## config.mk

```make
export PLATFORM = sky130hd
export DESIGN_NAME = rgb_line_filter_with_mirror_top_flat
export DESIGN_NICKNAME = d
export VERILOG_FILES = /design/src/rtl/rlfm_pkg.sv /design/src/rtl/rlfm_if.sv /design/src/rtl/rlfm_front.sv /design/src/rtl/rlfm_fifo.sv /design/src/rtl/rlfm_back.sv /design/src/rtl/rgb_line_filter_with_mirror_top.sv /design/src/flat_wrapper.sv
export SDC_FILE = /design/constraint.sdc
export NUM_CORES = 2
export LEC_CHECK = 0
export ABC_CLOCK_PERIOD_IN_PS = 3700
export BUFFER_PORTS_ARGS = -buffer_cell sky130_fd_sc_hd__buf_2
export CAP_MARGIN = 0
export CORE_ASPECT_RATIO = 0.9
export CORE_MARGIN = 2
export CORE_UTILIZATION = 37
export CTS_CLUSTER_SIZE = 28
export DETAILED_ROUTE_END_ITERATION = 6
export SLEW_MARGIN = 20
export SYNTH_ARGS = -nofsm -noshare
export SYNTH_HDL_FRONTEND = slang
export SYNTH_SLANG_ARGS = --single-unit
```

## constraint.sdc

```tcl
create_clock -name clk_i -period 3.7 [get_ports clk_i]
set_input_delay 0.555 -clock clk_i [delete_from_list [all_inputs] [get_ports clk_i]]
set_output_delay 0.555 -clock clk_i [all_outputs]
set_load 0.01 [all_outputs]
```

## src/rtl/rlfm_pkg.sv

```systemverilog
// rlfm_pkg: shared types and constants of the rgb line filter with mirror
// depends on nothing; imported by every module of the block
package rlfm_pkg;

  // pixel position within a line, wide enough for the longest line
  localparam int unsigned POS_W = 6;

  // filter constants
  localparam logic [7:0] CONTRAST_THR = 8'd128;
  localparam logic [7:0] CH_FULL      = 8'hFF;
  // floor(s / 3) == (s * 683) >> 11 for every s below 2048
  localparam logic [9:0] RECIP3       = 10'd683;
  localparam int unsigned RECIP3_SH   = 11;

  // configuration register indexes
  typedef enum logic [2:0] {
    CFG_LINE_WIDTH      = 3'd0,
    CFG_MIRROR_ENABLE   = 3'd1,
    CFG_GREY_ENABLE     = 3'd2,
    CFG_NEGATE_MASK     = 3'd3,
    CFG_FLATTEN_MASK    = 3'd4,
    CFG_CONTRAST_ENABLE = 3'd5,
    CFG_MAX_COLOR       = 3'd6
  } cfg_idx_e;

  // configuration register set
  typedef struct packed {
    logic [6:0] line_width;
    logic       mirror_enable;
    logic       grey_enable;
    logic [2:0] negate_mask;
    logic [2:0] flatten_mask;
    logic       contrast_enable;
    logic [7:0] max_color;
  } cfg_t;

  // channel positions 0 (red), 1 (green), 2 (blue)
  typedef logic [2:0][7:0] pix_t;

  // filtered pixel handed from front to back
  typedef struct packed {
    pix_t             px;
    logic [POS_W-1:0] pos;
    logic             last;
    logic             mirror;
  } entry_t;

  // back end sequencer
  typedef enum logic [1:0] {
    BK_IDLE,
    BK_READ,
    BK_LOAD
  } back_state_e;

endpackage

```

## src/rtl/rlfm_if.sv

```systemverilog
// rlfm_if: valid/ready channel interfaces of the rgb line filter
// pixel input, result output and configuration write; no dependencies
interface rlfm_pix_if;
  logic       valid;
  logic       ready;
  logic [7:0] red;
  logic [7:0] green;
  logic [7:0] blue;

  modport source (output valid, output red, output green, output blue, input ready);
  modport sink (input valid, input red, input green, input blue, output ready);
endinterface

interface rlfm_res_if;
  logic       valid;
  logic       ready;
  logic [7:0] red_out;
  logic [7:0] green_out;
  logic [7:0] blue_out;
  logic       end_of_line;

  modport source (output valid, output red_out, output green_out, output blue_out,
                  output end_of_line, input ready);
  modport sink (input valid, input red_out, input green_out, input blue_out,
                input end_of_line, output ready);
endinterface

interface rlfm_cfg_if;
  logic       valid;
  logic       ready;
  logic [2:0] index;
  logic [7:0] data;

  modport source (output valid, output index, output data, input ready);
  modport sink (input valid, input index, input data, output ready);
endinterface

```

## src/rtl/rlfm_front.sv

```systemverilog
// rlfm_front: accepts pixels, tracks line position and applies the filters
// depends on rlfm_pkg and rlfm_pix_if
module rlfm_front
  import rlfm_pkg::*;
#(
  parameter int unsigned LINE_MAX = 64
) (
  input  logic  clk_i,
  input  logic  rst_ni,
  input  cfg_t  cfg_i,
  rlfm_pix_if.sink in_i,
  output logic   push_o,
  output entry_t entry_o,
  input  logic   push_ready_i
);

  localparam logic [6:0] LW_MAX = 7'(LINE_MAX);

  logic [POS_W-1:0] fill_q, fill_d;
  logic [6:0]       w_eff;
  logic [6:0]       pos_nx;
  logic             last;
  logic [9:0]       sum;
  logic [19:0]      prod;
  logic [7:0]       avg;
  logic             accept;

  logic             s1_v_q;
  pix_t             s1_px_q;
  logic [POS_W-1:0] s1_pos_q;
  logic             s1_last_q;
  logic             s1_mirror_q;
  pix_t             filt;
  logic [7:0]       c;

  assign in_i.ready = !s1_v_q || push_ready_i;
  assign accept     = in_i.valid && in_i.ready;

  // effective line width and end-of-line test
  always_comb begin
    if (cfg_i.line_width == '0) begin
      w_eff = 7'd1;
    end else if (cfg_i.line_width > LW_MAX) begin
      w_eff = LW_MAX;
    end else begin
      w_eff = cfg_i.line_width;
    end
    pos_nx = {1'b0, fill_q} + 7'd1;
    last   = (pos_nx >= w_eff);
    fill_d = last ? '0 : pos_nx[POS_W-1:0];
  end

  // grey average by reciprocal multiply
  assign sum  = 10'(in_i.red) + 10'(in_i.green) + 10'(in_i.blue);
  assign prod = 20'(sum) * 20'(RECIP3);
  assign avg  = prod[RECIP3_SH+7:RECIP3_SH];

  // line position counter
  always_ff @(posedge clk_i or negedge rst_ni) begin
    if (!rst_ni) begin
      fill_q <= '0;
    end else if (accept) begin
      fill_q <= fill_d;
    end
  end

  // stage register between average and per-channel filters
  always_ff @(posedge clk_i or negedge rst_ni) begin
    if (!rst_ni) begin
      s1_v_q <= 1'b0;
    end else if (accept) begin
      s1_v_q <= 1'b1;
    end else if (push_ready_i) begin
      s1_v_q <= 1'b0;
    end
  end

  always_ff @(posedge clk_i) begin
    if (accept) begin
      if (cfg_i.grey_enable) begin
        s1_px_q <= {avg, avg, avg};
      end else begin
        s1_px_q <= {in_i.blue, in_i.green, in_i.red};
      end
      s1_pos_q    <= fill_q;
      s1_last_q   <= last;
      s1_mirror_q <= cfg_i.mirror_enable;
    end
  end

  // negate, flatten and threshold each channel
  always_comb begin
    filt = s1_px_q;
    c    = '0;
    for (int n = 0; n < 3; n++) begin
      c = s1_px_q[n];
      if (cfg_i.negate_mask[n]) begin
        c = (cfg_i.max_color >= c) ? (cfg_i.max_color - c) : 8'd0;
      end
      if (cfg_i.flatten_mask[n]) begin
        c = 8'd0;
      end
      if (cfg_i.contrast_enable) begin
        c = (c < CONTRAST_THR) ? 8'd0 : CH_FULL;
      end
      filt[n] = c;
    end
  end

  assign push_o         = s1_v_q;
  assign entry_o.px     = filt;
  assign entry_o.pos    = s1_pos_q;
  assign entry_o.last   = s1_last_q;
  assign entry_o.mirror = s1_mirror_q;

endmodule

```

## src/rtl/rlfm_fifo.sv

```systemverilog
// rlfm_fifo: two-entry queue of filtered pixels between front and back
// depends on rlfm_pkg
module rlfm_fifo
  import rlfm_pkg::*;
(
  input  logic   clk_i,
  input  logic   rst_ni,
  input  logic   push_i,
  input  entry_t push_data_i,
  output logic   push_ready_o,
  input  logic   pop_i,
  output entry_t pop_data_o,
  output logic   pop_valid_o
);

  entry_t     mem_q [2];
  logic       wr_q, rd_q;
  logic [1:0] cnt_q;
  logic       do_push, do_pop;

  assign push_ready_o = (cnt_q != 2'd2);
  assign pop_valid_o  = (cnt_q != 2'd0);
  assign pop_data_o   = mem_q[rd_q];
  assign do_push      = push_i && push_ready_o;
  assign do_pop       = pop_i && pop_valid_o;

  // pointers and fill count
  always_ff @(posedge clk_i or negedge rst_ni) begin
    if (!rst_ni) begin
      wr_q  <= 1'b0;
      rd_q  <= 1'b0;
      cnt_q <= '0;
    end else begin
      if (do_push) begin
        wr_q <= !wr_q;
      end
      if (do_pop) begin
        rd_q <= !rd_q;
      end
      if (do_push && !do_pop) begin
        cnt_q <= cnt_q + 2'd1;
      end else if (do_pop && !do_push) begin
        cnt_q <= cnt_q - 2'd1;
      end
    end
  end

  // entry storage
  always_ff @(posedge clk_i) begin
    if (do_push) begin
      mem_q[wr_q] <= push_data_i;
    end
  end

endmodule

```

## src/rtl/rlfm_back.sv

```systemverilog
// rlfm_back: line store and output sequencer, emits pixels direct or mirrored
// depends on rlfm_pkg and rlfm_res_if
module rlfm_back
  import rlfm_pkg::*;
#(
  parameter int unsigned LINE_MAX = 64
) (
  input  logic   clk_i,
  input  logic   rst_ni,
  input  logic   q_valid_i,
  input  entry_t q_data_i,
  output logic   q_pop_o,
  rlfm_res_if.source out_o
);

  localparam int unsigned AW = (LINE_MAX > 1) ? $clog2(LINE_MAX) : 1;

  back_state_e      state_q, state_d;
  logic [POS_W-1:0] idx_q, idx_d;
  logic             out_v_q, out_v_d;
  pix_t             out_px_q, out_px_d;
  logic             out_eol_q, out_eol_d;
  logic             can_load;
  logic             mem_we;
  logic             mem_re;
  pix_t             line_store [LINE_MAX];
  pix_t             rd_data_q;

  assign can_load = !out_v_q || out_o.ready;

  // sequencer: store every pixel, emit direct or in reverse at end of line
  always_comb begin
    state_d   = state_q;
    idx_d     = idx_q;
    out_v_d   = out_v_q && !out_o.ready;
    out_px_d  = out_px_q;
    out_eol_d = out_eol_q;
    q_pop_o   = 1'b0;
    mem_we    = 1'b0;
    mem_re    = 1'b0;
    case (state_q)
      BK_IDLE: begin
        if (q_valid_i && ((q_data_i.mirror && !q_data_i.last) || can_load)) begin
          q_pop_o = 1'b1;
          mem_we  = 1'b1;
          if (!q_data_i.mirror) begin
            out_v_d   = 1'b1;
            out_px_d  = q_data_i.px;
            out_eol_d = q_data_i.last;
          end else if (q_data_i.last) begin
            out_v_d   = 1'b1;
            out_px_d  = q_data_i.px;
            out_eol_d = (q_data_i.pos == '0);
            if (q_data_i.pos != '0) begin
              idx_d   = q_data_i.pos - POS_W'(1);
              state_d = BK_READ;
            end
          end
        end
      end
      BK_READ: begin
        mem_re  = 1'b1;
        state_d = BK_LOAD;
      end
      BK_LOAD: begin
        if (can_load) begin
          out_v_d   = 1'b1;
          out_px_d  = rd_data_q;
          out_eol_d = (idx_q == '0);
          if (idx_q == '0) begin
            state_d = BK_IDLE;
          end else begin
            idx_d   = idx_q - POS_W'(1);
            state_d = BK_READ;
          end
        end
      end
      default: begin
        state_d = BK_IDLE;
      end
    endcase
  end

  // control registers
  always_ff @(posedge clk_i or negedge rst_ni) begin
    if (!rst_ni) begin
      state_q <= BK_IDLE;
      out_v_q <= 1'b0;
    end else begin
      state_q <= state_d;
      out_v_q <= out_v_d;
    end
  end

  // payload registers
  always_ff @(posedge clk_i) begin
    idx_q     <= idx_d;
    out_px_q  <= out_px_d;
    out_eol_q <= out_eol_d;
  end

  // line store, one write and one registered read port
  always_ff @(posedge clk_i) begin
    if (mem_we) begin
      line_store[q_data_i.pos[AW-1:0]] <= q_data_i.px;
    end
    if (mem_re) begin
      rd_data_q <= line_store[idx_q[AW-1:0]];
    end
  end

  assign out_o.valid       = out_v_q;
  assign out_o.red_out     = out_px_q[0];
  assign out_o.green_out   = out_px_q[1];
  assign out_o.blue_out    = out_px_q[2];
  assign out_o.end_of_line = out_eol_q;

endmodule

```

## src/rtl/rgb_line_filter_with_mirror_top.sv

```systemverilog
// rgb_line_filter_with_mirror_top: pixels pass the front stage, queue and output
// register; throughput without mirroring is one pixel per cycle while results are
// taken; mirrored pixels leave at line end (registered store read, then output load)
// reset: configuration to defaults, line position zero, queue and output empty;
// the line store is not cleared, every entry is written before it is read
// depends on rlfm_pkg, rlfm_if, rlfm_front, rlfm_fifo, rlfm_back
module rgb_line_filter_with_mirror_top
  import rlfm_pkg::*;
#(
  parameter int unsigned LINE_MAX = 64
) (
  input  logic clk_i,
  input  logic rst_ni,
  rlfm_pix_if.sink   in_i,
  rlfm_res_if.source out_o,
  rlfm_cfg_if.sink   cfg_i
);

  cfg_t   cfg_q;
  logic   push;
  logic   push_ready;
  entry_t push_data;
  logic   pop;
  logic   pop_valid;
  entry_t pop_data;

  assign cfg_i.ready = 1'b1;

  // configuration registers
  always_ff @(posedge clk_i or negedge rst_ni) begin
    if (!rst_ni) begin
      cfg_q.line_width      <= 7'd64;
      cfg_q.mirror_enable   <= 1'b0;
      cfg_q.grey_enable     <= 1'b0;
      cfg_q.negate_mask     <= 3'd0;
      cfg_q.flatten_mask    <= 3'd0;
      cfg_q.contrast_enable <= 1'b0;
      cfg_q.max_color       <= 8'd255;
    end else if (cfg_i.valid) begin
      case (cfg_idx_e'(cfg_i.index))
        CFG_LINE_WIDTH:      cfg_q.line_width      <= cfg_i.data[6:0];
        CFG_MIRROR_ENABLE:   cfg_q.mirror_enable   <= cfg_i.data[0];
        CFG_GREY_ENABLE:     cfg_q.grey_enable     <= cfg_i.data[0];
        CFG_NEGATE_MASK:     cfg_q.negate_mask     <= cfg_i.data[2:0];
        CFG_FLATTEN_MASK:    cfg_q.flatten_mask    <= cfg_i.data[2:0];
        CFG_CONTRAST_ENABLE: cfg_q.contrast_enable <= cfg_i.data[0];
        CFG_MAX_COLOR:       cfg_q.max_color       <= cfg_i.data;
        default: begin
        end
      endcase
    end
  end

  // front: accept and filter
  rlfm_front #(
    .LINE_MAX (LINE_MAX)
  ) u_front (
    .clk_i        (clk_i),
    .rst_ni       (rst_ni),
    .cfg_i        (cfg_q),
    .in_i         (in_i),
    .push_o       (push),
    .entry_o      (push_data),
    .push_ready_i (push_ready)
  );

  // queue between front and back
  rlfm_fifo u_fifo (
    .clk_i        (clk_i),
    .rst_ni       (rst_ni),
    .push_i       (push),
    .push_data_i  (push_data),
    .push_ready_o (push_ready),
    .pop_i        (pop),
    .pop_data_o   (pop_data),
    .pop_valid_o  (pop_valid)
  );

  // back: line store and emission
  rlfm_back #(
    .LINE_MAX (LINE_MAX)
  ) u_back (
    .clk_i     (clk_i),
    .rst_ni    (rst_ni),
    .q_valid_i (pop_valid),
    .q_data_i  (pop_data),
    .q_pop_o   (pop),
    .out_o     (out_o)
  );

endmodule

```

## src/flat_wrapper.sv

```systemverilog
// flat-port wrapper written by rule: the top's interface ports become plain ports
module rgb_line_filter_with_mirror_top_flat import rlfm_pkg::*;
#(
  parameter int unsigned LINE_MAX = 64
)
  (clk_i, rst_ni, in_i_valid, in_i_red, in_i_green, in_i_blue, in_i_ready, out_o_valid, out_o_red_out, out_o_green_out, out_o_blue_out, out_o_end_of_line, out_o_ready, cfg_i_valid, cfg_i_index, cfg_i_data, cfg_i_ready);
  rlfm_pix_if in_i_i ();
  rlfm_res_if out_o_i ();
  rlfm_cfg_if cfg_i_i ();
  input  logic clk_i;
  input  logic rst_ni;
  input wire logic [$bits(in_i_i.valid)-1:0] in_i_valid;
  input wire logic [$bits(in_i_i.red)-1:0] in_i_red;
  input wire logic [$bits(in_i_i.green)-1:0] in_i_green;
  input wire logic [$bits(in_i_i.blue)-1:0] in_i_blue;
  output wire logic [$bits(in_i_i.ready)-1:0] in_i_ready;
  output wire logic [$bits(out_o_i.valid)-1:0] out_o_valid;
  output wire logic [$bits(out_o_i.red_out)-1:0] out_o_red_out;
  output wire logic [$bits(out_o_i.green_out)-1:0] out_o_green_out;
  output wire logic [$bits(out_o_i.blue_out)-1:0] out_o_blue_out;
  output wire logic [$bits(out_o_i.end_of_line)-1:0] out_o_end_of_line;
  input wire logic [$bits(out_o_i.ready)-1:0] out_o_ready;
  input wire logic [$bits(cfg_i_i.valid)-1:0] cfg_i_valid;
  input wire logic [$bits(cfg_i_i.index)-1:0] cfg_i_index;
  input wire logic [$bits(cfg_i_i.data)-1:0] cfg_i_data;
  output wire logic [$bits(cfg_i_i.ready)-1:0] cfg_i_ready;
  assign in_i_i.valid = in_i_valid;
  assign in_i_i.red = in_i_red;
  assign in_i_i.green = in_i_green;
  assign in_i_i.blue = in_i_blue;
  assign in_i_ready = in_i_i.ready;
  assign out_o_valid = out_o_i.valid;
  assign out_o_red_out = out_o_i.red_out;
  assign out_o_green_out = out_o_i.green_out;
  assign out_o_blue_out = out_o_i.blue_out;
  assign out_o_end_of_line = out_o_i.end_of_line;
  assign out_o_i.ready = out_o_ready;
  assign cfg_i_i.valid = cfg_i_valid;
  assign cfg_i_i.index = cfg_i_index;
  assign cfg_i_i.data = cfg_i_data;
  assign cfg_i_ready = cfg_i_i.ready;
  rgb_line_filter_with_mirror_top #(.LINE_MAX(LINE_MAX)) u_core (.clk_i(clk_i), .rst_ni(rst_ni), .in_i(in_i_i), .out_o(out_o_i), .cfg_i(cfg_i_i));
endmodule
```

Word level (Yosys, flattened, before mapping)
Memories as Yosys holds them, arrays and structs flattened. A register that Yosys moved wholly into a read port is not among the register bits.
Index checks and enable logic that the tools add are counted.
Storage, ports and cells
  word-level logic and storage cells: 160
  memories: 2
  input bits: 40
  RAM bits: 1600
  flip-flop bits (word level): 101
Cells by class
  multiplexer cells: 59
  magnitude comparators: 8
  reductions and logical operators: 39
  $add $sub $neg: 10
  equal/unequal tests: 16
  multipliers: 1
Memory list
  u_core.u_back.line_store: depth 64, width 24, read ports 1, clocked after Yosys merged registers in 1, write ports 1, RTL line rlfm_back.sv:26  | pix_t line_store [LINE_MAX];
  u_core.u_fifo.mem_q: depth 2, width 32, read ports 1, clocked after Yosys merged registers in 0, write ports 1, RTL line rlfm_fifo.sv:16  | entry_t mem_q [2];
Operators by type and width (number)
  24-bit two-way mux: 5
  8-bit two-way mux: 15
  24-bit one-hot mux with 2 select lines: 1
  6-bit two-way mux: 7
  8-bit greater-or-equal comparator: 3
  8-bit less-than comparator, second input constant: 3
  8-bit subtractor: 3
  10-bit by 10-bit multiplier with 19-bit output, second input constant: 1
  1-bit two-way mux: 18
  2-bit two-way mux: 7
  7-bit two-way mux: 2
  2-bit inequality test, second input constant: 7
  2-bit AND reduction: 7
  6-bit logical NOT: 2
  6-bit one-hot mux with 2 select lines: 1
  6-bit by 1-bit subtractor with 6-bit output, second input constant: 2
  9-bit by 8-bit adder with 10-bit output: 1
  8-bit by 8-bit adder with 9-bit output: 1
  3-bit == test, second input constant: 3
  1-bit logical AND: 8
  1-bit logical NOT: 8
  2-bit nonzero test: 4
  6-bit by 1-bit adder with 7-bit output, second input constant: 1
  7-bit greater-or-equal comparator: 1
  18 further kinds: 22

Depth between registers and ports, before layout
An unclocked memory read counts as a cell.
  word-level depth: 11
  gate-level depth with buffers: 25
  depth with buffers taken out: 25

By module
A second synthesis with hierarchy kept.
Second synthesis, totals
  cell total of the unflattened synthesis: 3629
  area, all modules: 70383.8 um^2
Modules (own cells, without submodules)
  rlfm_back: area each 61325.1 um^2, times used 1, cells each 2858
  rlfm_front: area each 5415.2 um^2, times used 1, cells each 596
  rlfm_fifo: area each 2658.8 um^2, times used 1, cells each 118
  rgb_line_filter_with_mirror_top: area each 984.7 um^2, times used 1, cells each 57

Worst setup path before layout
Ideal clock, no wire load.
  kind: input -> register
  from: in in_i_blue[1]
  to: reg u_core.u_front.s1_px_q[12] in the netlist's numbering, data pin
  library setup time: 0.130 ns
  required time: 3.570 ns
  stages: 23
  slack: -2.697 ns
  arrival: 6.268 ns
  cell sequence: inv_1 -> fa_1 -> inv_1 -> ha_1 -> fa_1 -> a211oi_1 -> nor2_1 -> o21a_1 -> nor2_1 -> xnor2_1 -> inv_1 -> nor2_1 -> ha_1 -> fa_1 -> fa_1 -> fa_1 -> ha_1 -> a21oi_1 -> a21boi_0 -> a211o_1 -> a2111oi_2 -> mux2_2 -> nand2_1
Between the ends
  word-level cells in the longest chain between the ends: 3
Ends and longest elaborated chain
  start, declared: RTL line flat_wrapper.sv:15  | input wire logic [$bits(in_i_i.blue)-1:0] in_i_blue;
  9-bit by 8-bit adder with 10-bit output: RTL line rlfm_front.sv:54  | assign sum = 10'(in_i.red) + 10'(in_i.green) + 10'(in_i.blue);
  10-bit by 10-bit multiplier with 19-bit output: RTL line rlfm_front.sv:55  | assign prod = 20'(sum) * 20'(RECIP3);
  24-bit two-way mux: RTL line rlfm_front.sv:80  | if (cfg_i.grey_enable) begin
  end signal, assigned: RTL line rlfm_front.sv:81  | s1_px_q <= {avg, avg, avg};
  end signal, assigned: RTL line rlfm_front.sv:83  | s1_px_q <= {in_i.blue, in_i.green, in_i.red};
  end, declared: RTL line rlfm_front.sv:29  | pix_t s1_px_q;
Every way passes these cells.
A chain may end at the register's enable or synchronous reset.

Worst setup path in the final report
  from: in in_i_red[1]
  to: reg u_core.u_front.s1_px_q[3] in the netlist's numbering, data pin
Between the ends
  word-level cells in the longest chain between the ends: 4
Ends and longest elaborated chain
  start, declared: RTL line flat_wrapper.sv:13  | input wire logic [$bits(in_i_i.red)-1:0] in_i_red;
  8-bit by 8-bit adder with 9-bit output: RTL line rlfm_front.sv:54
  9-bit by 8-bit adder with 10-bit output: RTL line rlfm_front.sv:54
  10-bit by 10-bit multiplier with 19-bit output: RTL line rlfm_front.sv:55
  24-bit two-way mux: RTL line rlfm_front.sv:80
Every way passes these cells.

==> impl_metrics.env <==
export IMPL_worstPathMaxFanout=4
export IMPL_comb_power_share=0.424
export IMPL_worst_hold_slack_ns=0.0678
export IMPL_setup_violations=24
export IMPL_drv_cap=0
export IMPL_die_h_um=417
export IMPL_yosys_area_share_adder=0.0259
export IMPL_nets=4115
export IMPL_synth_seq_cells=1725
export IMPL_antenna_found_initial=5
export IMPL_port_buffers=66
export IMPL_cp_arrival_ns=6.12
export IMPL_hold_class="input port to flop"
export IMPL_drc=0
export IMPL_worstMarginPinSlew_ns=1.17
export IMPL_drv_slew=0
export IMPL_violations="setup timing"
export IMPL_cts_tree="built"
export IMPL_htreeDepth=4
export IMPL_wl_um=184000
export IMPL_pwr_share_seq=0.361
export IMPL_synth_top_area_share=0.722
export IMPL_synth_top_family_by_area="multiplexers"
export IMPL_syn_instance_count=3551
export IMPL_final_min_clock_period_ns=5.49
export IMPL_post_route_period_util=1.48
export IMPL_drt_iter0_drc=4097
export IMPL_fp_coreArea_um2=188000
export IMPL_p_sw_w=0.0266
export IMPL_ys_types=63
export IMPL_synth_compound_area_frac=0.0392
export IMPL_postSynthNetCount=3718
export IMPL_avgSynthCellArea_um2=19.8
export IMPL_start_kind="input port"
export IMPL_power_density_nw_per_um2=931
export IMPL_placed_area_um2=75900
export IMPL_die_w_um=463
export IMPL_vias=36100
export IMPL_cp_required_ns=4.33
export IMPL_switching_share=0.350
export IMPL_ios=68
export IMPL_layout_drive_gt1_share=0.302
export IMPL_outcome="finished, violations left"
export IMPL_cts_inserted_buffers=164
export IMPL_cts_path_max_buffers=3
export IMPL_std_cell_rows=151
export IMPL_yosysMostFrequentCell="edfxtp_1"
export IMPL_num_antenna_cells=0
export IMPL_die_area_um2=193000
export IMPL_start_util=0.373
export IMPL_p_int_w=0.0493
export IMPL_crit_type="input port to flop"
export IMPL_seq_area_frac_synth=0.735
export IMPL_drtPass1Iterations=5
export IMPL_track_usage=0.188
export IMPL_yosys_warnings=0
export IMPL_cts_root_buffer="clkbuf_16"
export IMPL_n_fill_cell=16200
export IMPL_dp_hpwl_um=109000
export IMPL_fin_tns_setup_ns=-40.83
export IMPL_cts_sinks=1725
export IMPL_gp_congestion=0.815
export IMPL_final_hold_violation_count=0
export IMPL_rsz0062_at_grt="yes"
export IMPL_max_slew_margin_rel=0.220
export IMPL_clkTransAtPathRegs_ns=0.06
export IMPL_avgRoutedWirePerCell_um=27.8
export IMPL_grt_pass1_vias=36100
export IMPL_synth_xor_area_frac=0.00524
export IMPL_grt_max_degree=64
export IMPL_synth_top_cell_by_area="edfxtp_1"
export IMPL_stdcell_area_um2=81500
export IMPL_synthTopCellsByCount="edfxtp_1 (1687), mux4_2 (359), mux2i_1 (140)"
export IMPL_grt_pass1_wl_um=262000
export IMPL_endpoint_kind="flop"
export IMPL_clock_skew_ns=0.0332
export IMPL_max_freq_ghz=0.182
export IMPL_routed_via_density=5.47
export IMPL_synthArstFlopShare=0.0220
export IMPL_grt_overflow=0
export IMPL_clockPowerShare=0.214
export IMPL_ant_nets=0
export IMPL_synth_edf_count=1687
export IMPL_muxShareOfSynthArea=0.152
export IMPL_synth_area_um2=70200
export IMPL_yosys_area_share_simple=0.0237
export IMPL_synth_flop_cell="edfxtp_1"
export IMPL_clock_latency_ns=0.80
export IMPL_synth_area_leaders="edfxtp_1 (72%), mux4_2 (12%), mux2i_1 (2.0%)"
export IMPL_ir_drop_v=0.00126
export IMPL_leakagePower_nw=27.1
export IMPL_syn_to_final_growth_pct=16.1
export IMPL_setup_slack_ns=-1.79
## power groups by stage
stage	clock (W)	combinational (W)	sequential, W
after global placement	0	0.0284	0.0278
after floorplan	0	0.0169	0.0275
final	0.0163	0.0322	0.0274
after CTS	0.0165	0.0308	0.0274
after detailed placement	0	0.0288	0.0278
after global routing	0.0173	0.0346	0.0275
## final timing paths
path                                                    startpoint                                         to  slack (ns)  cells after the start
worst max-delay path                                   in_i_red[1]        u_core.u_front.s1_px_q[3]$_DFFE_PP_       -1.79                     26
worst min-delay path                                 cfg_i_data[2]               u_core.cfg_q[14]$_DFFE_PN0P_        0.07                      2
worst max register to register      u_core.u_fifo.rd_q$_DFFE_PN0P_  u_core.u_back.line_store[46][8]$_DFFE_PP_        0.40                      6
worst min register to register  u_core.u_front.s1_last_q$_DFFE_PP_        u_core.u_fifo.mem_q[1][1]$_DFFE_PP_        0.45                      0
max in group asynchronous                                   rst_ni             u_core.u_fifo.rd_q$_DFFE_PN0P_        2.67                      2
min in group asynchronous                                   rst_ni        u_core.u_back.out_o.valid$_DFF_PN0_        0.42                      2
## area by class of cell
type / count / area (µm²) / area share
Clock inverter: 82 / 646 / 0.00792
Tap cell: 2524 / 3160 / 0.0387
Clock buffer: 218 / 4480 / 0.0549
Timing Repair Buffer: 397 / 3250 / 0.0399
Multi-Input combinational cell: 1559 / 18000 / 0.221
Sequential cell: 1725 / 51600 / 0.633
Inverter: 101 / 392 / 0.00480
## timing repair
item	CTS	global route
setup endpoints to repair	24	24
buffers inserted	7	5
gates resized for setup	49	33
pin swaps	36	21
hold endpoints to repair	39	0
hold buffers	7	0
## flip-flops by register name, indices dropped and copies added (netlist names), 8 cells and up
| signal | count |
|---|---|
| u_core.u_back.out_o.red_out | 8 |
| u_core.u_front.s1_px_q | 24 |
| u_core.u_back.rd_data_q | 24 |
| u_core.u_back.out_o.blue_out | 8 |
| u_core.u_back.out_o.green_out | 8 |
| u_core.u_fifo.mem_q | 64 |
| u_core.u_back.line_store | 1536 |
| u_core.cfg_q | 24 |
## stage by stage
step / setup WS [ns] / total power [W] / util / cells
global route: -1.96 / 0.0794 / 0.433 / 6606
CTS: -1.73 / 0.0747 / 0.432 / 6602
detailed placement: -2.82 / 0.0566 / 0.403 / 6288
global placement: -2.79 / 0.0562 / 0.403 / 6288
finish: -1.79 / 0.0759 / 0.433 / 6606
floorplan: -2.31 / 0.0444 / - / 3551
## per-layer routing
| layer | up-vias | GRT usage | share of wire |
|---|---|---|---|
| met1 | 19100 | 0.270 | 0.43 |
| met2 | 1475 | 0.289 | 0.46 |
| met4 | 0 | 0.0520 | 0.023 |
| li1 | 15300 | - | - |
| met5 | - | 0 | 0 |
| met3 | 218 | 0.0423 | 0.085 |
## cell usage in the layout, fill, tap and decap left out, types with 14 or more instances in the layout
cell,count
inv_1,91
o22ai_1,41
a21oi_1,95
nand2_1,119
xnor2_1,27
a221oi_1,28
clkinv_2,23
nor3_1,21
o21ai_0,54
buf_2,63
buf_12,31
ha_1,84
clkbuf_16,171
mux4_2,359
nor2b_1,14
buf_4,289
a211o_1,14
mux2i_1,140
clkinv_1,33
nor2_2,47
clkbuf_1,43
o21a_1,18
mux2_2,99
nor2_1,65
nor2_4,22
edfxtp_1,1687
a21o_1,23
o221ai_1,35
fa_1,26
dfrtp_1,28
## critical path, stage by stage
cell and delay (ns):
buf_6 0.07, inv_4 0.03, fa_2 0.56, inv_2 0.04, ha_4 0.17, fa_2 0.35
a211oi_2 0.25, nor2_2 0.06, o21a_1 0.18, nor2_2 0.15, xnor2_2 0.17, xnor2_1 0.12
ha_1 0.29, inv_1 0.05, fa_1 0.49, inv_2 0.04, fa_2 0.52, fa_1 0.46
ha_4 0.26, nand4_1 0.11, nor2_2 0.07, a211o_4 0.38, buf_4 0.15, a31oi_4 0.18
mux2_4 0.34, o21ai_1 0.07
## kinds of logic after synthesis
family | Yosys count
AO/OA/AOI/OAI | 412
XOR/XNOR | 42
adder cells (fa/ha/maj) | 127
buffers and inverters | 267
flip-flops | 1725
multiplexers | 606
other | 1
AND/OR/NAND/NOR | 371
No activity file was read; power rests on OpenSTA's default activity.
